## src/rtl/ctmp_pkg.sv

```systemverilog
// Shared types, constants and the arctangent table for the rectangular-to-polar block.
// No dependencies. Used by every file under rtl.
package ctmp_pkg;

    // Defaults for the top-level parameters
    localparam int SAMPLE_WIDTH_DEF   = 16;
    localparam int ROTATION_STEPS_DEF = 16;

    // Fraction bits added below the sample LSB during rotation
    localparam int GUARD = 16;

    // Angle accumulator: 2^31 is pi, sum stays within +/-1.6*2^31
    localparam int Z_WIDTH = 34;
    localparam logic signed [Z_WIDTH-1:0] ANGLE_PI = Z_WIDTH'(64'sd2147483648);

    // 1/gain in Q0.32, truncated
    localparam logic [31:0] INV_GAIN_Q32 = 32'h9B74EDA8;

    // Per-item flags that ride along the pipeline
    typedef struct packed {
        logic zero_vec;   // re == 0 and im == 0
        logic im_zero;    // im == 0
        logic re_pos;     // re > 0
    } ctmp_flags_t;

    // atan(2^-i) with 2^31 = pi, rounded to nearest
    function automatic logic [31:0] atan_angle(input logic [4:0] idx);
        logic [31:0] a;
        case (idx)
            5'd0:    a = 32'h20000000;
            5'd1:    a = 32'h12E4051E;
            5'd2:    a = 32'h09FB385B;
            5'd3:    a = 32'h051111D4;
            5'd4:    a = 32'h028B0D43;
            5'd5:    a = 32'h0145D7E1;
            5'd6:    a = 32'h00A2F61E;
            5'd7:    a = 32'h00517C55;
            5'd8:    a = 32'h0028BE53;
            5'd9:    a = 32'h00145F2F;
            5'd10:   a = 32'h000A2F98;
            5'd11:   a = 32'h000517CC;
            5'd12:   a = 32'h00028BE6;
            5'd13:   a = 32'h000145F3;
            5'd14:   a = 32'h0000A2FA;
            5'd15:   a = 32'h0000517D;
            5'd16:   a = 32'h000028BE;
            5'd17:   a = 32'h0000145F;
            5'd18:   a = 32'h00000A30;
            5'd19:   a = 32'h00000518;
            5'd20:   a = 32'h0000028C;
            5'd21:   a = 32'h00000146;
            5'd22:   a = 32'h000000A3;
            5'd23:   a = 32'h00000051;
            5'd24:   a = 32'h00000029;
            5'd25:   a = 32'h00000014;
            5'd26:   a = 32'h0000000A;
            5'd27:   a = 32'h00000005;
            5'd28:   a = 32'h00000003;
            5'd29:   a = 32'h00000001;
            5'd30:   a = 32'h00000001;
            5'd31:   a = 32'h00000000;
            default: a = 32'h00000000;
        endcase
        return a;
    endfunction

endpackage

```

## src/rtl/ctmp_rot_stage.sv

```systemverilog
// One vectoring micro-rotation with its own register stage.
// Depends on ctmp_pkg for the angle table and flag type.
module ctmp_rot_stage
    import ctmp_pkg::*;
#(
    parameter int XW   = SAMPLE_WIDTH_DEF + GUARD + 3,
    parameter int STEP = 0
)
(
    input  logic                      clk,
    input  logic                      rst_n,
    input  logic                      in_valid,
    output logic                      in_ready,
    input  logic signed [XW-1:0]      x_in,
    input  logic signed [XW-1:0]      y_in,
    input  logic signed [Z_WIDTH-1:0] z_in,
    input  ctmp_flags_t               flags_in,
    output logic                      out_valid,
    input  logic                      out_ready,
    output logic signed [XW-1:0]      x_out,
    output logic signed [XW-1:0]      y_out,
    output logic signed [Z_WIDTH-1:0] z_out,
    output ctmp_flags_t               flags_out
);

    localparam logic [31:0] ANG_U = atan_angle(5'(STEP));
    localparam logic signed [Z_WIDTH-1:0] ANG = $signed({{(Z_WIDTH-32){1'b0}}, ANG_U});

    logic                      valid_reg;
    logic signed [XW-1:0]      x_reg, x_next;
    logic signed [XW-1:0]      y_reg, y_next;
    logic signed [Z_WIDTH-1:0] z_reg, z_next;
    ctmp_flags_t               flags_reg;
    logic signed [XW-1:0]      dx, dy;

    assign in_ready = !valid_reg || out_ready;

    // Rotate toward the x axis; direction from the sign of y
    always_comb
    begin
        dx = y_in >>> STEP;
        dy = x_in >>> STEP;
        if (!y_in[XW-1])
        begin
            x_next = x_in + dx;
            y_next = y_in - dy;
            z_next = z_in + ANG;
        end
        else
        begin
            x_next = x_in - dx;
            y_next = y_in + dy;
            z_next = z_in - ANG;
        end
    end

    // Valid bit
    always_ff @(posedge clk or negedge rst_n)
    begin
        if (!rst_n)
            valid_reg <= 1'b0;
        else if (in_ready)
            valid_reg <= in_valid;
    end

    // Payload
    always_ff @(posedge clk)
    begin
        if (in_valid && in_ready)
        begin
            x_reg     <= x_next;
            y_reg     <= y_next;
            z_reg     <= z_next;
            flags_reg <= flags_in;
        end
    end

    assign out_valid = valid_reg;
    assign x_out     = x_reg;
    assign y_out     = y_reg;
    assign z_out     = z_reg;
    assign flags_out = flags_reg;

endmodule

```

## config.mk

```make
export PLATFORM = sky130hd
export DESIGN_NAME = ctmp_rot_stage
export DESIGN_NICKNAME = d
export VERILOG_FILES = /design/src/rtl/ctmp_pkg.sv /design/src/rtl/ctmp_rot_stage.sv
export SDC_FILE = /design/constraint.sdc
export NUM_CORES = 1
export LEC_CHECK = 0
export ABC_AREA = 0
export BUFFER_PORTS_ARGS = -buffer_cell sky130_fd_sc_hd__buf_2
export CAP_MARGIN = 20
export CORE_UTILIZATION = 35
export CTS_BUF_LIST = sky130_fd_sc_hd__clkbuf_4 sky130_fd_sc_hd__clkbuf_8
export CTS_CLUSTER_SIZE = 12
export DETAILED_ROUTE_END_ITERATION = 10
export SKIP_CTS_REPAIR_TIMING = 1
export SYNTH_ARGS = -nofsm -noshare
export SYNTH_HDL_FRONTEND = slang
export SYNTH_SLANG_ARGS = --single-unit
```

## constraint.sdc

```tcl
create_clock -name clk -period 3.5 [get_ports clk]
set_input_delay 0.35 -clock clk [delete_from_list [all_inputs] [get_ports clk]]
set_output_delay 0.35 -clock clk [all_outputs]
set_load 0.02 [all_outputs]
```

Yosys cells after proc, flatten, opt, wreduce, memory -nomap -nowiden. Index checks and enable logic that the tools add are counted. W data, S select, Z words.

Input port bits: 111. Output and inout bits: 109. Flip-flop bits (word level): 108. Logic and storage cells: 18.

Multiplexer cells: 3. Reduce and logical (&&, ||, !) cells: 3. $add $sub $neg: 5.

Operators by type and width (number): $mux W35 (2); $sub A35 B35 Y35 (2); $add A35 B35 Y35 (1); $add A34 B31 Y34 const B (1); $mux W34 (1); $sub A34 B31 Y34 const B (1); $logic_and A1 B1 Y1 (1); $logic_not A1 Y1 (1); $logic_or A1 B1 Y1 (1).

Longest topological paths before layout.
Depth in word-level cells: 3. Mapped depth: 12. Mapped depth without buffers: 12.

Worst setup path before layout. OpenSTA, ideal clock, no wires.

Path type: register to register. Start point: reg valid_reg (netlist: out_valid). End point: reg flags_reg, in the netlist flags_out[0] (enable). Setup time: 0.477 ns. Stages on the path, launching flop included: 3. Arrival: 3.192 ns. Setup slack: -0.169 ns. Period minus slack after synthesis: 3.669 ns. Path buffers: 0. Data required time: 3.023 ns. Cells stage by stage: dfrtp_1 nand2b_1 and2_1.

Word-level cells in the longest chain between the ends: 3.

RTL lines: from (decl) (line ctmp_rot_stage.sv:29) `logic valid_reg;`; from (signal assigned) (line ctmp_rot_stage.sv:63) `valid_reg <= in_valid;`; $logic_not A1 Y1 (line ctmp_rot_stage.sv:36) `assign in_ready = !valid_reg || out_ready;`; $logic_or A1 B1 Y1 (line ctmp_rot_stage.sv:36); named net in_ready (line ctmp_rot_stage.sv:13) `output logic in_ready,`; $logic_and A1 B1 Y1 (line ctmp_rot_stage.sv:69) `if (in_valid && in_ready)`; to (signal assigned) (line ctmp_rot_stage.sv:74) `flags_reg <= flags_in;`; to (decl) (line ctmp_rot_stage.sv:33) `ctmp_flags_t flags_reg;`.

The timed path passes the listed nets, and every way through them passes these cells. A chain may end at the register's enable or synchronous reset.

Final worst setup path.
Start point: in y_in[0]. End point: reg y_reg[34] (netlist: y_out[34]), data pin.

Word-level cells in the longest chain between the ends: 2. Elaborated cells between the ends (all ways): 3. Those cells by class: add/sub: 2; mux: 1.

RTL lines: from (decl) (line ctmp_rot_stage.sv:15) `input logic signed [XW-1:0] y_in,`; $sub A35 B35 Y35 / $add A35 B35 Y35 (equally long branches) (line ctmp_rot_stage.sv:46, ctmp_rot_stage.sv:52); $mux W35 (*) (line ctmp_rot_stage.sv:43) `if (!y_in[XW-1])`; named net y_next[34] (line ctmp_rot_stage.sv:31) `logic signed [XW-1:0] y_reg, y_next;`; to (signal assigned) (line ctmp_rot_stage.sv:72) `y_reg <= y_next;`; to (decl) (line ctmp_rot_stage.sv:31).

Mark *: on every way through the listed nets, which the timed path passes. The rest lies on a longest branch.

==> run metrics <==
DRC=0; Synth top cells by count=a21oi_1, inv_1, edfxtp_1; Critical Path Sink Type=register; final RePlAce weighted congestion=0.9289; Clock Sink Count=107; EDFF count, synth=106; Max FO, Critical Path=4; Layout area overhead=23.18%; leading post-synthesis cells by cell area=edfxtp_1, ha_1, a21oi_1, xnor2_1, inv_1; final wirelength=29560 µm; IO buf count=219; Clock power frac=0.202; Max VDD drop=174.5 µV; Detail Route Antenna Nets=0; #FFs+latches synth=107; Cells after Synth=1050; Placement Setup Slack=-0.1389 ns; Tmin final=3.212 ns; FF-to-FF End=y_out[16]; num rows=59; Clock Skew=0.02206 ns; Worst setup SP type=input pin; IO Count=220; Critical path buffers and inverters=3; Routed met3 length=1852 µm; Critical Path AT=3.39 ns; antenna violations before repair=0; max-cap violation count=0; Leak=5.105 nW; Max Root-Sink Buffers=2; Critical-path top delay cell=o31ai_1; hold path startpoint=z_in[4]; Worst-path clk slew=0.14 ns; relative slew slack=0.5511; Int Pwr=2.522 mW; sequential share of the synthesized area=0.3454; Comb pwr share=0.404; Overall Global Routing Usage=0.2138; Max H-tree Level=3; first-pass GRT wire length=44770 µm; largest net degree at the start of global routing=61; metal2 WL=13760 µm; Worst Hold Endpoint=z_out[4]; top sig layer=met4; setup TNS=0 ns; ys flop type=edfxtp_1; WHS=0.1187 ns; Distinct cells, synth=62; Die Footprint=27200 µm²; core box area=26060 µm²; cell area after synthesis=9289 µm²; Reg power frac=0.394; Worst-Skew Late Latency=0.41 ns; slew at the pin closest to its max-slew limit=0.6564 ns; Die Ht=164.9 µm; die width=164.9 µm; CTS tree=yes; CP required=3.68 ns; total grt overflow=0; Crit Path Category=input pin to register; TritonCTS Buffers=9; largest delay contributor family on the critical path=compound AO/OA/AOI/OAI gates; via count=8813; Slew Limit Fails=0; WHS Path Cells=1; wire length per cell=17.84 µm; Hold Path Class=input pin to register; switch share=0.3894; final core area utilization=0.4391; Fmax=311.3 MHz; R2R depth=3; Hold Fails Final Rpt=0; switching power=1.609 mW; HPWL after detailed placement=24070 µm; top cell type's share of synthesized area=0.3427; routed length on met1=13280 µm; Nets=1536; Post-Syn Nets=1270; CP max stage delay=0.44 ns; Tcrit/Tclk final=0.9177; initial DRC count=739; unrepaired setup endpoints after global routing=false; outcome=finished clean; Initial Util=0.3565; PD cells=361.1 nW/µm²; vias in the first global route=8482; vias per std cell=5.319; Setup WS post-layout=0.2880 ns; final setup fails=0; root buf cell=clkbuf_8; syn_area_per_cell=8.847 µm²; detailed-router iteration count before antenna repair=5; most frequent cell after synthesis=a21oi_1; FF-to-FF setup slack=1.76 ns; worst-path cell chain=buf_2 -> inv_1 -> ha_1 -> fa_1 -> nand2b_1 -> a21oi_1 -> o21ai_0 -> o21ai_0 -> a31oi_1 -> o31ai_1 -> buf_4 -> o31ai_1 -> o21bai_1 -> xor2_1; synth warn=0; leading area contributor after synthesis=edfxtp_1; Worst R2R Start=out_valid; ratio of cells with drive above 1 in the final layout=0.2491; Async SR Flop Fraction=0.009346
kinds of logic after synthesis:
kind of cell / count (synthesis) / share of synthesized area
compound gates: 354 / 0.2372
xor+xnor: 70 / 0.06600
fa+ha+maj: 109 / 0.1501
buf+inv: 156 / 0.06519
flops: 107 / 0.3454
mux: 13 / 0.01414
simple gates: 241 / 0.1220
metrics by stage:
step / std cells / cell area (µm²) / power [mW]
finish: 1657 / 11440 / 4.131
global route: 1656 / 11440 / 4.363
CTS: 1655 / 11430 / 4.167
detailed placement: 1639 / 11230 / 3.311
global placement: 1639 / 11230 / 3.305
floorplan: 1050 / 9290 / 2.694
worst max-delay path by stage:
stage,start,to,cells after the start
floorplan,x_in[27],x_out[34],9
global placement,y_in[0],y_out[34],14
detailed placement,y_in[0],y_out[34],14
CTS,y_in[0],y_out[34],14
global route,y_in[0],y_out[34],14
finish,y_in[0],y_out[34],14
state kept, by name, indices dropped and copies added, names as in the netlist:
register and flops:
flags_out 3, out_valid 1, y_out 35, z_out 34, x_out 34
metal layers:
layer / up-vias / GRT usage
li1: 4281 / -
met1: 4144 / 0.2806
met2: 342 / 0.3581
met3: 46 / 0.03089
met4: 0 / 0.07048
met5: - / 0
area by class of cell:
cell class	count	area, µm²
diodes	1	2.502
clock buffers	9	123.9
clock inverters	7	80.08
fillers	2629	14620
inverters	109	409.1
multi-input cells	787	5478
flip-flops and latches	107	3208
well taps	335	419.2
repair buffers	302	1722
power by group through the flow:
stage / logic (mW) / registers, mW / clock network [mW]
after CTS: 1.66 / 1.63 / 0.876
after global routing: 1.82 / 1.64 / 0.903
final: 1.67 / 1.63 / 0.835
after detailed placement: 1.65 / 1.66 / 0
after global placement: 1.65 / 1.66 / 0
after floorplan: 0.877 / 1.82 / 0
cell usage in the layout, fill, tap and decap left out, types with 9 or more instances in the layout:
cell type    n
ha_1       105
nor3_1      26
buf_2      219
nor2_1      76
a21o_1      21
nor2b_1     16
inv_1      107
o21ai_0     64
nand4_1     18
a211oi_1    11
o21a_1       9
mux2i_1     12
xnor2_1     66
nand3_1     13
nand2b_1    13
o21bai_1    28
buf_4       82
a21oi_1    139
clkbuf_8     9
edfxtp_1   106
nand2_1     59
o211ai_1    16
Power figures use the tool's default switching activity.
