===== src/rtl/ctmp_pkg.sv =====
// Shared types, constants and the arctangent table for the rectangular-to-polar block.
// No dependencies. Used by every file under rtl.
package ctmp_pkg;

    // Defaults for the top-level parameters
    localparam int SAMPLE_WIDTH_DEF   = 16;
    localparam int ROTATION_STEPS_DEF = 16;

    // Fraction bits added below the sample LSB during rotation
    localparam int GUARD = 16;

    // Angle accumulator: 2^31 is pi, sum stays within +/-1.6*2^31
    localparam int Z_WIDTH = 34;
    localparam logic signed [Z_WIDTH-1:0] ANGLE_PI = Z_WIDTH'(64'sd2147483648);

    // 1/gain in Q0.32, truncated
    localparam logic [31:0] INV_GAIN_Q32 = 32'h9B74EDA8;

    // Per-item flags that ride along the pipeline
    typedef struct packed {
        logic zero_vec;   // re == 0 and im == 0
        logic im_zero;    // im == 0
        logic re_pos;     // re > 0
    } ctmp_flags_t;

    // atan(2^-i) with 2^31 = pi, rounded to nearest
    function automatic logic [31:0] atan_angle(input logic [4:0] idx);
        logic [31:0] a;
        case (idx)
            5'd0:    a = 32'h20000000;
            5'd1:    a = 32'h12E4051E;
            5'd2:    a = 32'h09FB385B;
            5'd3:    a = 32'h051111D4;
            5'd4:    a = 32'h028B0D43;
            5'd5:    a = 32'h0145D7E1;
            5'd6:    a = 32'h00A2F61E;
            5'd7:    a = 32'h00517C55;
            5'd8:    a = 32'h0028BE53;
            5'd9:    a = 32'h00145F2F;
            5'd10:   a = 32'h000A2F98;
            5'd11:   a = 32'h000517CC;
            5'd12:   a = 32'h00028BE6;
            5'd13:   a = 32'h000145F3;
            5'd14:   a = 32'h0000A2FA;
            5'd15:   a = 32'h0000517D;
            5'd16:   a = 32'h000028BE;
            5'd17:   a = 32'h0000145F;
            5'd18:   a = 32'h00000A30;
            5'd19:   a = 32'h00000518;
            5'd20:   a = 32'h0000028C;
            5'd21:   a = 32'h00000146;
            5'd22:   a = 32'h000000A3;
            5'd23:   a = 32'h00000051;
            5'd24:   a = 32'h00000029;
            5'd25:   a = 32'h00000014;
            5'd26:   a = 32'h0000000A;
            5'd27:   a = 32'h00000005;
            5'd28:   a = 32'h00000003;
            5'd29:   a = 32'h00000001;
            5'd30:   a = 32'h00000001;
            5'd31:   a = 32'h00000000;
            default: a = 32'h00000000;
        endcase
        return a;
    endfunction

endpackage


===== src/rtl/ctmp_prerot.sv =====
// Input stage: folds the left half-plane onto the right, sets the start angle,
// scales by the guard bits and flags the special axes. Depends on ctmp_pkg.
module ctmp_prerot
    import ctmp_pkg::*;
#(
    parameter int SAMPLE_WIDTH = SAMPLE_WIDTH_DEF,
    parameter int XW           = SAMPLE_WIDTH_DEF + GUARD + 3
)
(
    input  logic                           clk,
    input  logic                           rst_n,
    input  logic                           in_valid,
    output logic                           in_ready,
    input  logic signed [SAMPLE_WIDTH-1:0] real_part,
    input  logic signed [SAMPLE_WIDTH-1:0] imag_part,
    output logic                           out_valid,
    input  logic                           out_ready,
    output logic signed [XW-1:0]           x_out,
    output logic signed [XW-1:0]           y_out,
    output logic signed [Z_WIDTH-1:0]      z_out,
    output ctmp_flags_t                    flags_out
);

    logic                      valid_reg;
    logic signed [XW-1:0]      x_reg, x_next;
    logic signed [XW-1:0]      y_reg, y_next;
    logic signed [Z_WIDTH-1:0] z_reg, z_next;
    ctmp_flags_t               flags_reg, flags_next;
    logic signed [XW-1:0]      re_ext, im_ext;

    assign in_ready = !valid_reg || out_ready;

    // Turn by pi when re < 0, then scale
    always_comb
    begin
        re_ext = {{(XW-SAMPLE_WIDTH){real_part[SAMPLE_WIDTH-1]}}, real_part};
        im_ext = {{(XW-SAMPLE_WIDTH){imag_part[SAMPLE_WIDTH-1]}}, imag_part};
        if (real_part[SAMPLE_WIDTH-1])
        begin
            x_next = (-re_ext) <<< GUARD;
            y_next = (-im_ext) <<< GUARD;
            z_next = imag_part[SAMPLE_WIDTH-1] ? -ANGLE_PI : ANGLE_PI;
        end
        else
        begin
            x_next = re_ext <<< GUARD;
            y_next = im_ext <<< GUARD;
            z_next = '0;
        end
        flags_next.zero_vec = (real_part == '0) && (imag_part == '0);
        flags_next.im_zero  = (imag_part == '0);
        flags_next.re_pos   = !real_part[SAMPLE_WIDTH-1] && (real_part != '0);
    end

    // Valid bit
    always_ff @(posedge clk or negedge rst_n)
    begin
        if (!rst_n)
            valid_reg <= 1'b0;
        else if (in_ready)
            valid_reg <= in_valid;
    end

    // Payload
    always_ff @(posedge clk)
    begin
        if (in_valid && in_ready)
        begin
            x_reg     <= x_next;
            y_reg     <= y_next;
            z_reg     <= z_next;
            flags_reg <= flags_next;
        end
    end

    assign out_valid = valid_reg;
    assign x_out     = x_reg;
    assign y_out     = y_reg;
    assign z_out     = z_reg;
    assign flags_out = flags_reg;

endmodule


===== config.mk =====
export PLATFORM = sky130hd
export DESIGN_NAME = ctmp_prerot
export DESIGN_NICKNAME = d
export VERILOG_FILES = /design/src/rtl/ctmp_pkg.sv /design/src/rtl/ctmp_prerot.sv
export SDC_FILE = /design/constraint.sdc
export NUM_CORES = 1
export LEC_CHECK = 0
export BUFFER_PORTS_ARGS = -buffer_cell sky130_fd_sc_hd__clkbuf_2
export CAP_MARGIN = 20
export CORE_MARGIN = 1
export CORE_UTILIZATION = 40
export CTS_CLUSTER_DIAMETER = 60
export DETAILED_ROUTE_END_ITERATION = 8
export PLACE_DENSITY = 0.86
export SETUP_SLACK_MARGIN = 0.4
export SYNTH_ARGS = -nofsm -noshare
export SYNTH_HDL_FRONTEND = slang
export SYNTH_SLANG_ARGS = --single-unit

===== constraint.sdc =====
create_clock -name clk -period 2.8 [get_ports clk]
set_clock_uncertainty 0.2 [all_clocks]
set_input_delay 0.42 -clock clk [delete_from_list [all_inputs] [get_ports clk]]
set_output_delay 0.42 -clock clk [all_outputs]
set_load 0.02 [all_outputs]

# Word-level counts from Yosys, hierarchy flattened

Index checks and enable logic that the tools add are counted.

Output and inout port bits: 109
Register bits after elaboration: 108

Multiplexer cells: 3
Reductions and logical operators: 9
Add/sub/neg operators: 2

Operators by type and width:

| operator                          | count |
|---|---|
| 16-bit negator with 19-bit output | 2 |
| 35-bit two-way mux                | 1 |
| 34-bit two-way mux                | 1 |
| 16-bit logical NOT                | 2 |
| 31-bit two-way mux                | 1 |
| 16-bit nonzero test               | 1 |
| 1-bit logical AND                 | 3 |
| 1-bit logical NOT                 | 2 |
| 1-bit logical OR                  | 1 |

# Longest topological paths before layout

Depth in word-level cells: 3
Gate-level depth with buffers: 6

# Least setup slack after synthesis

No wires, ideal clock.

Path kind: input to register
Start point: input real_part[10]
End point: register x_reg[32], in the netlist x_out[32] (data pin)
Data required time: 2.345 ns
Stages on the path: 5
Data arrival time: 1.945 ns
Setup time: 0.255 ns
Setup slack: 0.400 ns
Cell sequence: or4_4 > or3_1 > or3_4 > ha_1 > nor2_1

Word-level cells in the longest chain between the ends: 1

Ends and longest elaborated chain:

| element                           | line              | source |
|---|---|---|
| start: declaration                | ctmp_prerot.sv:14 | `input logic signed [SAMPLE_WIDTH-1:0] real_part,` |
| 16-bit negator with 19-bit output | ctmp_prerot.sv:40 | `x_next = (-re_ext) <<< GUARD;` |
| end signal: assignment            | ctmp_prerot.sv:69 | `x_reg <= x_next;` |
| end: declaration                  | ctmp_prerot.sv:25 | `logic signed [XW-1:0] x_reg, x_next;` |

Every way passes these cells.
A chain may end at the register's enable or synchronous reset.

# Worst setup path after layout

Same ends and word-level chain as after synthesis.

==> summary.md <==
| Metric | Value |
|---|---|
| Status | finished, final reports clean |
| Drt first pass iters | 4 |
| Post-CTS setup buffer count | 0 |
| Post-route minimum period | 2330 ps |
| Top cell type's share of synthesized area | 50.9% |
| Number of top-level pins | 145 |
| Gate power share | 20.3% |
| Worst reg-to-reg path cell count | 3 |
| H-tree depth | 2 |
| Die area | 0.00666 mm² |
| Placer congestion estimate | 0.740 |
| Share of post-route cells with drive strength above 1 | 33.1% |
| Clk pwr share | 29.7% |
| Final count of hold timing violations | 0 |
| Post-DR vias/cell | 4.44 |
| Hold Crit Class | in2reg |
| Placed cells | 368 |
| Final std cells w/o fill | 377 |
| Post-synthesis instance area | 0.00253 mm² |
| Routed via count | 1672 |
| Final worst-path cycle share | 83.3% |
| Setup_tns | 0 ps |
| Power Total | 1.59 mW |
| Flop pwr share | 50.0% |
| Vias in the first global route | 1429 |
| Largest net degree at the start of global routing | 44 |
| Clk root buf | clkbuf_8 |
| Setup violators final | 0 |
| Ant diodes | 0 |
| Total Routed Length | 4420 µm |
| Setup CP Type | in2reg |
| Slew @ Worst Pin | 525 ps |
| Post-Syn Instances | 214 |
| Final Max Slew Viols | 0 |
| Routed Antenna Nets | 0 |
| RSZ-0062 raised after global routing | false |
| Design area | 0.00292 mm² |
| Layout area overhead | 15.2% |
| Initial antenna violation count | 0 |
| CP Data Required Time | 2650 ps |
| Sequential area share after synthesis | 51.9% |
| Total Routing Usage GR | 12.8% |
| Core Region | 0.00603 mm² |
| First DRT Iteration DRCs | 90 |
| CTS max path bufs | 2 |
| Num CTS Buffers | 5 |
| Area leader, netlist | edfxtp_1 |
| CP startpoint kind | input port |
| First-pass GRT wire length | 6480 µm |
| P_int | 1.14 mW |
| Hpwl dp | 3400 µm |
| Layout Nets | 340 |
| Synthesis Warnings | 0 |
| Power density cells | 543 mW/mm² |
| Leakage | 1.27 nW |
| Initial Util | 42.1% |
| Rel. slew slack | 65.0% |
| Chip width | 81.6 µm |
| WHS | 122 ps |
| Port buffer count | 81 |
| Post-synthesis cell type count | 31 |
| #FFs+latches synth | 44 |
| Max_cap viols | 0 |
| Filler Cells Inserted | 501 |
| Switching Share | 28.4% |
| Row count | 28 |
| Clock Sinks | 44 |
| Fmax | 429 MHz |
| Worst Slack Setup Final | 467 ps |
| DRC errors left | 0 |
| Psw | 0.450 mW |
| Die Ht | 81.6 µm |
| Hold path cells | 2 |
| Syn Area/Cell | 11.8 µm² |
| Top cells by area, synth | edfxtp_1 (51%), buf_4 (19%), xnor2_1 (9.3%) |
| Dpl ws | 173 ps |
| Worst-path fanout max | 4 |
| Peak supply drop | 0.423 mV |
| CTS tree | yes |
| GRT overflow | 0 |
| Worst EP arrival | 2180 ps |
| Util after Layout | 48.5% |
| Post-DR wirelength/cell | 11.7 µm |
| Nature of the critical path endpoint | flip-flop |
| Worst-path clk slew | 80 ps |
| Clk_lat worst skew | 290 ps |
| Placed cell area | 0.00280 mm² |
==> registers in the layout (all words and copies together), names as in the netlist <==
register / count
z_out: 2
x_out: 19
out_valid: 1
flags_out: 3
y_out: 19
==> worst paths after layout <==
| check | slack [ps] | from | end |
|---|---|---|---|
| min in group asynchronous | 220 | rst_n | out_valid |
| max | 470 | real_part[10] | x_out[32] |
| min reg2reg | 350 | out_valid | out_valid |
| max reg2reg | 1140 | out_valid | x_out[17] |
| min | 120 | in_valid | out_valid |
| max in group asynchronous | 2100 | rst_n | out_valid |
==> synth_stat cells <==
cell type  count
a21oi_1        1
and2_1         2
buf_4         64
clkbuf_1       5
conb_1         1
dfrtp_1        1
edfxtp_1      43
ha_1           3
inv_1          6
mux2i_1        1
nand2_1       11
nand2b_1       4
nand3_1        2
nor2_1         5
nor2b_2        1
nor3_1         4
nor4_1         2
nor4_4         1
o21ai_0        8
o31ai_1        8
o31ai_2        2
o41ai_1        3
or2_1          1
or3_1          2
or3_4          1
or3b_4         1
or4_1          1
or4_4          1
or4b_4         1
xnor2_1       27
xor2_1         1
==> power groups by stage <==
stage	Sequential, mW	Clock (mW)	Combinational [mW]
2_1_floorplan	0.866	0	0.228
3_3_place_gp	0.807	0	0.311
3_5_place_dp	0.809	0	0.320
4_1_cts	0.794	0.485	0.322
5_1_grt	0.798	0.501	0.349
6_report	0.794	0.471	0.321
==> worst max-delay path: stages <==
cell and delay, ps:
clkbuf_2 110, or4_4 550, or3_1 370, or3_4 400, ha_1 290, nor2_1 40
==> layout by cell type (no fill, tap or decap) <==
cell            n
inv_1           6
nor2b_2         1
xor2_1          1
o31ai_2         2
clkinv_1        1
nor4_1          2
o21ai_0         8
or3b_4          1
edfxtp_1       43
and2_1          1
dfrtp_1         1
or3_4           1
clkbuf_8        5
nor3_1          4
xnor2_1        27
o31ai_1         8
buf_4           3
or4_1           1
o41ai_1         3
conb_1         65
bufinv_16       1
nand2b_1        4
nand3_1         2
or4_4           1
or4b_4          1
dlygate4sd3_1   1
ha_1            3
nand2_1        11
nor4_4          1
or2_1           1
clkbuf_2       81
mux2i_1         1
and2_2          1
clkinv_4        1
a21oi_1         1
nor2_1          5
or3_1           2
==> metal layers <==
layer	vias to the layer above	routed length [µm]	global-route usage [%]
li1	786	-	-
met1	771	1570	13.0
met2	110	2260	24.6
met3	5	530	3.22
met4	0	62	5.26
met5	-	0	0
==> logic make-up after synthesis <==
group                      count (synthesis)  synth area share [%]
and+or+nand+nor                           40                  9.62
xor gates and xnor gates                  28                  9.67
buffers and inverters                     75                  20.6
other                                      1                 0.148
muxes                                      1                 0.395
AOI/OAI and AO/OA                         22                  6.17
adders and majority gates                  3                  1.48
DFF                                       44                  51.9
==> final cells by class <==
class / count / area [µm²] / share of cell area [%]
Timing Repair Buffer: 85 / 438 / 15.0
Tap cell: 75 / 93.8 / 3.21
Inverter: 6 / 22.5 / 0.771
Clock inverter: 3 / 42.5 / 1.46
Multi-Input combinational cell: 159 / 938 / 32.1
Clock buffer: 5 / 68.8 / 2.36
Sequential cell: 44 / 1320 / 45.1
==> repair_timing <==
action	in CTS	in global routing
resized for setup	0	0
endpoints found under the hold margin	1	0
hold buffers	1	0
(Power assumes the default switching activity.)
