### config.mk
export PLATFORM = sky130hd
export DESIGN_NAME = ctmp_post
export DESIGN_NICKNAME = d
export VERILOG_FILES = /design/src/rtl/ctmp_pkg.sv /design/src/rtl/ctmp_post.sv
export SDC_FILE = /design/constraint.sdc
export NUM_CORES = 1
export LEC_CHECK = 0
export BUFFER_PORTS_ARGS = -buffer_cell sky130_fd_sc_hd__buf_2
export CAP_MARGIN = 20
export CORE_MARGIN = 1.5
export CORE_UTILIZATION = 40
export CTS_BUF_LIST = sky130_fd_sc_hd__clkbuf_4
export DETAILED_ROUTE_END_ITERATION = 12
export SLEW_MARGIN = 5
export SYNTH_ARGS = -nofsm -noshare
export SYNTH_HDL_FRONTEND = slang
export SYNTH_SLANG_ARGS = --single-unit
### constraint.sdc
create_clock -name clk -period 3.4 [get_ports clk]
set_input_delay 0.68 -clock clk [delete_from_list [all_inputs] [get_ports clk]]
set_output_delay 0.68 -clock clk [all_outputs]
set_load 0.02 [all_outputs]
### src/rtl/ctmp_pkg.sv
// Shared types, constants and the arctangent table for the rectangular-to-polar block.
// No dependencies. Used by every file under rtl.
package ctmp_pkg;

    // Defaults for the top-level parameters
    localparam int SAMPLE_WIDTH_DEF   = 16;
    localparam int ROTATION_STEPS_DEF = 16;

    // Fraction bits added below the sample LSB during rotation
    localparam int GUARD = 16;

    // Angle accumulator: 2^31 is pi, sum stays within +/-1.6*2^31
    localparam int Z_WIDTH = 34;
    localparam logic signed [Z_WIDTH-1:0] ANGLE_PI = Z_WIDTH'(64'sd2147483648);

    // 1/gain in Q0.32, truncated
    localparam logic [31:0] INV_GAIN_Q32 = 32'h9B74EDA8;

    // Per-item flags that ride along the pipeline
    typedef struct packed {
        logic zero_vec;   // re == 0 and im == 0
        logic im_zero;    // im == 0
        logic re_pos;     // re > 0
    } ctmp_flags_t;

    // atan(2^-i) with 2^31 = pi, rounded to nearest
    function automatic logic [31:0] atan_angle(input logic [4:0] idx);
        logic [31:0] a;
        case (idx)
            5'd0:    a = 32'h20000000;
            5'd1:    a = 32'h12E4051E;
            5'd2:    a = 32'h09FB385B;
            5'd3:    a = 32'h051111D4;
            5'd4:    a = 32'h028B0D43;
            5'd5:    a = 32'h0145D7E1;
            5'd6:    a = 32'h00A2F61E;
            5'd7:    a = 32'h00517C55;
            5'd8:    a = 32'h0028BE53;
            5'd9:    a = 32'h00145F2F;
            5'd10:   a = 32'h000A2F98;
            5'd11:   a = 32'h000517CC;
            5'd12:   a = 32'h00028BE6;
            5'd13:   a = 32'h000145F3;
            5'd14:   a = 32'h0000A2FA;
            5'd15:   a = 32'h0000517D;
            5'd16:   a = 32'h000028BE;
            5'd17:   a = 32'h0000145F;
            5'd18:   a = 32'h00000A30;
            5'd19:   a = 32'h00000518;
            5'd20:   a = 32'h0000028C;
            5'd21:   a = 32'h00000146;
            5'd22:   a = 32'h000000A3;
            5'd23:   a = 32'h00000051;
            5'd24:   a = 32'h00000029;
            5'd25:   a = 32'h00000014;
            5'd26:   a = 32'h0000000A;
            5'd27:   a = 32'h00000005;
            5'd28:   a = 32'h00000003;
            5'd29:   a = 32'h00000001;
            5'd30:   a = 32'h00000001;
            5'd31:   a = 32'h00000000;
            default: a = 32'h00000000;
        endcase
        return a;
    endfunction

endpackage

### src/rtl/ctmp_post.sv
// Output back end: gain correction in two multiply stages, phase rounding,
// magnitude rounding and mode select into the output register. Depends on ctmp_pkg.
module ctmp_post
    import ctmp_pkg::*;
#(
    parameter int SAMPLE_WIDTH = SAMPLE_WIDTH_DEF,
    parameter int XW           = SAMPLE_WIDTH_DEF + GUARD + 3
)
(
    input  logic                         clk,
    input  logic                         rst_n,
    input  logic                         mode,
    input  logic                         in_valid,
    output logic                         in_ready,
    input  logic signed [XW-1:0]         x_in,
    input  logic signed [Z_WIDTH-1:0]    z_in,
    input  ctmp_flags_t                  flags_in,
    output logic                         out_valid,
    input  logic                         out_ready,
    output logic signed [SAMPLE_WIDTH:0] result_value
);

    localparam int SH = 32 - SAMPLE_WIDTH;
    localparam logic [63:0] MAG_RND = 64'(1) << (GUARD - 1);

    // Stage A: low partial product, phase rounding
    logic                        a_valid_reg;
    logic                        a_ready;
    logic [63:0]                 a_plo_reg;
    logic [31:0]                 a_xhi_reg;
    logic signed [SAMPLE_WIDTH:0] a_ph_reg;
    logic [63:0]                 x64;
    logic signed [Z_WIDTH-1:0]   z_sel;
    logic signed [Z_WIDTH-1:0]   z_rnd;
    logic signed [SAMPLE_WIDTH:0] ph_next;

    // Stage B: high partial product
    logic                        b_valid_reg;
    logic                        b_ready;
    logic [63:0]                 b_phi_reg;
    logic [31:0]                 b_carry_reg;
    logic signed [SAMPLE_WIDTH:0] b_ph_reg;

    // Stage C: output register
    logic                        c_valid_reg;
    logic signed [SAMPLE_WIDTH:0] c_result_reg, c_result_next;
    logic [63:0]                 mag_sum;

    assign in_ready = !a_valid_reg || a_ready;
    assign a_ready  = !b_valid_reg || b_ready;
    assign b_ready  = !c_valid_reg || out_ready;

    // x is never negative after vectoring
    assign x64 = {{(64-XW){1'b0}}, x_in};

    // Axis and origin overrides for the angle
    always_comb
    begin
        if (flags_in.zero_vec)
            z_sel = '0;
        else if (flags_in.im_zero)
            z_sel = flags_in.re_pos ? '0 : ANGLE_PI;
        else
            z_sel = z_in;
    end

    // Round half up to SAMPLE_WIDTH bits of angle
    generate
        if (SH > 0)
        begin : g_ph_round
            localparam logic signed [Z_WIDTH-1:0] PH_RND = Z_WIDTH'(1) <<< (SH - 1);
            assign z_rnd = (z_sel + PH_RND) >>> SH;
        end
        else
        begin : g_ph_full
            assign z_rnd = z_sel;
        end
    endgenerate

    // Wrap to a signed SAMPLE_WIDTH value
    assign ph_next = {z_rnd[SAMPLE_WIDTH-1], z_rnd[SAMPLE_WIDTH-1:0]};

    // Valid bits
    always_ff @(posedge clk or negedge rst_n)
    begin
        if (!rst_n)
        begin
            a_valid_reg <= 1'b0;
            b_valid_reg <= 1'b0;
            c_valid_reg <= 1'b0;
        end
        else
        begin
            if (in_ready)
                a_valid_reg <= in_valid;
            if (a_ready)
                b_valid_reg <= a_valid_reg;
            if (b_ready)
                c_valid_reg <= b_valid_reg;
        end
    end

    // Stage A payload
    always_ff @(posedge clk)
    begin
        if (in_valid && in_ready)
        begin
            a_plo_reg <= {32'b0, x64[31:0]} * {32'b0, INV_GAIN_Q32};
            a_xhi_reg <= x64[63:32];
            a_ph_reg  <= ph_next;
        end
    end

    // Stage B payload
    always_ff @(posedge clk)
    begin
        if (a_valid_reg && a_ready)
        begin
            b_phi_reg   <= {32'b0, a_xhi_reg} * {32'b0, INV_GAIN_Q32};
            b_carry_reg <= a_plo_reg[63:32];
            b_ph_reg    <= a_ph_reg;
        end
    end

    // Stage C: sum, round and select
    always_comb
    begin
        mag_sum = b_phi_reg + {32'b0, b_carry_reg} + MAG_RND;
        if (mode)
            c_result_next = b_ph_reg;
        else
            c_result_next = $signed(mag_sum[GUARD+SAMPLE_WIDTH:GUARD]);
    end

    always_ff @(posedge clk)
    begin
        if (b_valid_reg && b_ready)
            c_result_reg <= c_result_next;
    end

    assign out_valid    = c_valid_reg;
    assign result_value = c_result_reg;

endmodule

Word level (Yosys, flattened, before mapping) --
Cells that the tools add are included.
Storage, ports and cells: bits in registers 178, latch bits 0, memory bits (writable) 0, memory bits (read-only) 0, word-level logic and storage cells 28, memories kept 0
Operators by class: add/subtract/negate cells 3, multipliers 2, div/mod/pow operators 0, order comparisons 0, equal/unequal tests 0, shifts and indexed selects 0, mux-type cells 4, bitwise operators 0, reductions and logical operators 9
Operator list (number):
- 32-bit 2-to-1 mux | 3
- 32-bit by 29-bit multiplier with 61-bit output, second input constant | 1
- 33-bit by 16-bit adder with 33-bit output, second input constant | 1
- 33-bit by 32-bit adder with 33-bit output | 1
- 32-bit by 17-bit adder with 32-bit output, second input constant | 1
- 3-bit by 29-bit multiplier with 30-bit output, second input constant | 1
- 17-bit 2-to-1 mux | 1
- 1-bit logical AND | 3
- 1-bit zero test | 3
- 1-bit logical OR | 3

Logic depth before layout (Yosys ltp) --
depth in word-level cells 5, gate-level depth with buffers 24

Least setup slack after synthesis --
OpenSTA, ideal clock, no wires.
kind input port to flip-flop, start in x_in[12], end reg a_plo_reg[58], data pin, data arrival time 6.753 ns, required time 3.138 ns, slack -3.615 ns, stages on the path 24, path through inv_1 fa_1 fa_1 inv_1 fa_1 inv_1 fa_1 inv_1 fa_1 fa_1 fa_1 inv_1 fa_1 inv_1 ha_1 a21oi_1 o21ai_0 a311oi_1 o21ai_1 a41oi_1 a31oi_1 nor3_1 o21bai_1 xor2_1
On the way: cells in the longest elaborated chain, start to end 1
Ends and longest elaborated chain:
- from (decl) | RTL line ctmp_post.sv:15 | input logic signed [XW-1:0] x_in,
- 32-bit by 29-bit multiplier with 61-bit output | RTL line ctmp_post.sv:108 | a_plo_reg <= {32'b0, x64[31:0]} * {32'b0, INV_GAIN_Q32};
- to (signal assigned) | RTL line ctmp_post.sv:108
- to (decl) | RTL line ctmp_post.sv:29 | logic [63:0] a_plo_reg;
Every way passes these cells. A chain may end at the register's enable or synchronous reset.

Worst setup path after layout --
start in x_in[7], end reg a_plo_reg[62], data pin
The elaborated chain is that of the path after synthesis.

==> results <==
- The flow ran to the end, but the final reports show violations.
- The final reports fail on setup timing.
- Based on the critical path, the design can be clocked at up to 0.147 GHz.
- Global routing finished with a remaining overflow of 0.
- In the routed design, unresolved DRC markers number 0.
- The worst setup path is launched from a primary input.
- In the final design database the tool counted 3843 nets.
- The worst clock skew on the final layout is 0.0211 ns.
- The number of different library cells used by synthesis comes to 80.
- The initial utilization of the core area, before any placement, comes to 40.5%.
- The first TritonRoute pass finished after 6 iterations.
- The total track usage is 21.0%.
- The number of vias after detailed routing is 18.0k.
- After routing, the total negative slack on setup checks comes to -92.29 ns.
- The number of endpoints failing setup at the final stage is 29.
- The critical path goes through buf_8, clkinvlp_4, fa_1, fa_1, inv_2, fa_2, inv_2, fa_1, inv_1, fa_1, fa_2, fa_1, inv_1, fa_1, inv_2, ha_4, inv_4, nor3_4, nand4_1, o22ai_4, nand4_1, a31oi_4, nor3_4, o311a_1.
- Using the TritonRoute via totals, the vias-per-cell ratio works out to 4.81.
- Of the cells placed in the final design, the portion with a size suffix greater than 1 is 23.3%.
- Setup repair after global routing could not meet its margin everywhere.
- The hold violation total from the final report is 0.
- The predominant post-synthesis flop cell is sky130_fd_sc_hd__edfxtp_1.
- The data arrival time of the worst path is 7.07 ns.
- The tree is rooted in a sky130_fd_sc_hd__clkbuf_4.
- The final wirelength is 67300 um.
- The clock reaches the later pin of the worst-skew pair after 0.52 ns.
- The slowest stage cell on the critical path is sky130_fd_sc_hd__fa_1.
- CTS built an H-tree with a depth of 4.
- The peak fanout along the critical path is 4.
- The number of clock sinks seen by CTS is 143.
- Fill cells in the final layout number 5794.
- The number of antenna violations at the first check in global routing is 1.
- The global-route wire length before repair is 106000 um.
- Setup slack on the critical path of the routed design comes to -3.39 ns.
- The synthesized design contains 140 enable-type register cells.
- The data required time of the critical path is 3.68 ns.
- Once detail routing completed, the nets flagged for antenna violations numbered 0.
- The min-delay analysis places its worst path in the category primary input to flop.
- After floorplanning, the core was divided into 92 placement rows.
- Routability-driven placement finished with a final weighted congestion of 1.01.
- The reported max-cap violation count is 0.
- The number of register bits inferred by synthesis is 143.
- The synthesized area per cell is 10.6 um^2.
- During I/O placement, the number of pins put on the boundary was 96.
- The placed wire-length estimate after detailed placement is 59900 um.
- The die is 255 um tall.
- The CTS tree is done.
- The actual transition at the worst max-transition pin is 0.825 ns.
- The total CTS buffers is 17.
- For this run, the register share of the synthesized area comes to 16.8%.
- The number of nets handed over by synthesis was 3367.
- The count of mapped cells out of synthesis is 2409.
- The worst setup path is of the primary input to flop kind.
- The area growth from synthesis to final layout is 22.3%.
- The floorplan step defined a die boundary enclosing 65200 um^2.
- Port buffering added 78 buffers.
- The die outline width is 255 um.
- The proportion of register bits with asynchronous set or reset after synthesis is 2.10%.
- No sink is reached through more buffers than the 2 on the longest clock path.
- The total core area is 63000 um^2.
- The average detailed-routed wire length per instance is 18.0 um.
- The count of final max-slew check failures is 0.
- The largest single stage delay on the critical path is 0.53 ns.
- The final critical path time including I/O delays and setup is 6.79 ns.
- The combined area of all synthesized cells is 25500 um^2.
- The flip-flop count of the largest register, all copies and words added is 30.
- Clock-pin slew was measured on the worst setup and hold paths at 0.13 ns.
- The number of global-route vias before repair came to 19.8k.
- The endpoint kind of the worst setup timing path is a flop.
- Entering global routing, the biggest net connects 76 pins.
- The cell repeated most along the worst path is sky130_fd_sc_hd__fa_1.
- The number of warnings reported in the yosys synthesis log is 0.
- The fraction of the cycle the final worst path needs is 200%.
- Hold is met by 0.322 ns.
- The starting DRC count in detailed routing is 1054.
- The max-slew headroom at the worst pin is 45.0%.
==> layer usage <==
metal | part of all wire, % | track usage [%]
met5 | 0 | 0
met4 | 1.6 | 3.80
met3 | 6.7 | 4.98
met1 | 45 | 28.7
met2 | 46 | 34.1
==> logic make-up (layout without fill, tap and decap cells) <==
kind of cell	Yosys count	after routing	share of synthesized area [%]
buffers and inverters	765	1253	11.4
AOI/OAI and AO/OA	291	291	7.53
and+or+nand+nor	255	255	4.94
muxes	3	3	0.128
other	0	1	0
xor gates and xnor gates	71	71	2.44
DFF	143	143	16.8
adders and majority gates	881	881	56.8
==> cell type report <==
cell class / instances / area (um^2) / share of cell area (%)
antenna: 1 / 2.50 / 0.00803
clock buffer: 17 / 128 / 0.410
clock inverter: 14 / 165 / 0.530
inverter: 743 / 2820 / 9.04
multi-input combinational: 1501 / 19100 / 61.3
sequential: 143 / 4280 / 13.7
tap: 846 / 1060 / 3.40
timing repair buffer: 479 / 3600 / 11.6
==> worst paths after layout <==
path                                      startpoint                    endpoint  depth (start not counted)  slack [ns]
setup / recovery                             x_in[7]     a_plo_reg[62]$_DFFE_PP_                         24       -3.39
hold / removal                              x_in[34]      a_xhi_reg[2]$_DFFE_PP_                          1        0.32
setup reg to reg           b_carry_reg[24]$_DFFE_PP_  result_value[15]$_DFFE_PP_                         11        0.20
hold reg to reg              a_plo_reg[35]$_DFFE_PP_    b_carry_reg[3]$_DFFE_PP_                          0        0.42
max in group asynchronous                      rst_n     b_valid_reg$_DFFE_PN0P_                          2        2.81
min in group asynchronous                      rst_n     a_valid_reg$_DFFE_PN0N_                          2        0.47
==> synth_stat cells (16+ instances only) <==
library cell / n / share of area [%]
sky130_fd_sc_hd__inv_1: 742 / 11
sky130_fd_sc_hd__fa_1: 459 / 36
sky130_fd_sc_hd__ha_1: 422 / 21
sky130_fd_sc_hd__edfxtp_1: 140 / 17
sky130_fd_sc_hd__a21oi_1: 95 / 1.9
sky130_fd_sc_hd__nand2_1: 77 / 1.1
sky130_fd_sc_hd__o21ai_0: 59 / 1.2
sky130_fd_sc_hd__nor2_1: 51 / 0.75
sky130_fd_sc_hd__xnor2_1: 43 / 1.5
sky130_fd_sc_hd__a21o_1: 33 / 0.97
sky130_fd_sc_hd__nand3_1: 29 / 0.57
sky130_fd_sc_hd__xor2_1: 28 / 0.96
sky130_fd_sc_hd__nand4_1: 18 / 0.44
sky130_fd_sc_hd__clkbuf_1: 16 / 0.24
==> through the flow <==
step	util, %	instance area [um^2]	worst slack (ns)	std cells
after floorplan	-	25700	-3.35	2409
after global placement	47.5	29900	-3.92	3683
after detailed placement	47.5	29900	-4.03	3683
after CTS	48.9	30800	-3.26	3729
after global routing	49.5	31200	-3.56	3744
final	49.5	31200	-3.39	3744
==> placed cells by master, fill, tap and decap left out, drive strengths merged, types with 28 or more instances in the layout <==
master,n
fa,459
xnor2,43
o21ai,69
ha,422
a21oi,100
edfxtp,140
buf,478
xor2,28
inv,739
nor2,53
nand3,30
a21o,36
nand2,78
==> what timing repair did <==
| item | 4_1_cts | 5_1_grt |
|---|---|---|
| pin swaps | 62 | 43 |
| hold endpoints to repair | 3 | 0 |
| hold buffers | 1 | 0 |
| setup buffers | 16 | 17 |
| endpoints found under the setup margin | 29 | 37 |
| cloned | 0 | 0 |
| resized for setup | 108 | 61 |
==> worst max-delay path: cells and delay by family <==
kind                     cells  cell delay (ns)
AO/OA/AOI/OAI                3             0.85
buffers and inverters        8             0.50
AND/OR/NAND/NOR              4             0.74
adder cells (fa/ha/maj)      9             4.30
Power is left out: the tool's default activity adds up to more than one toggle a clock period on the data nets, which glitch-free logic cannot reach.
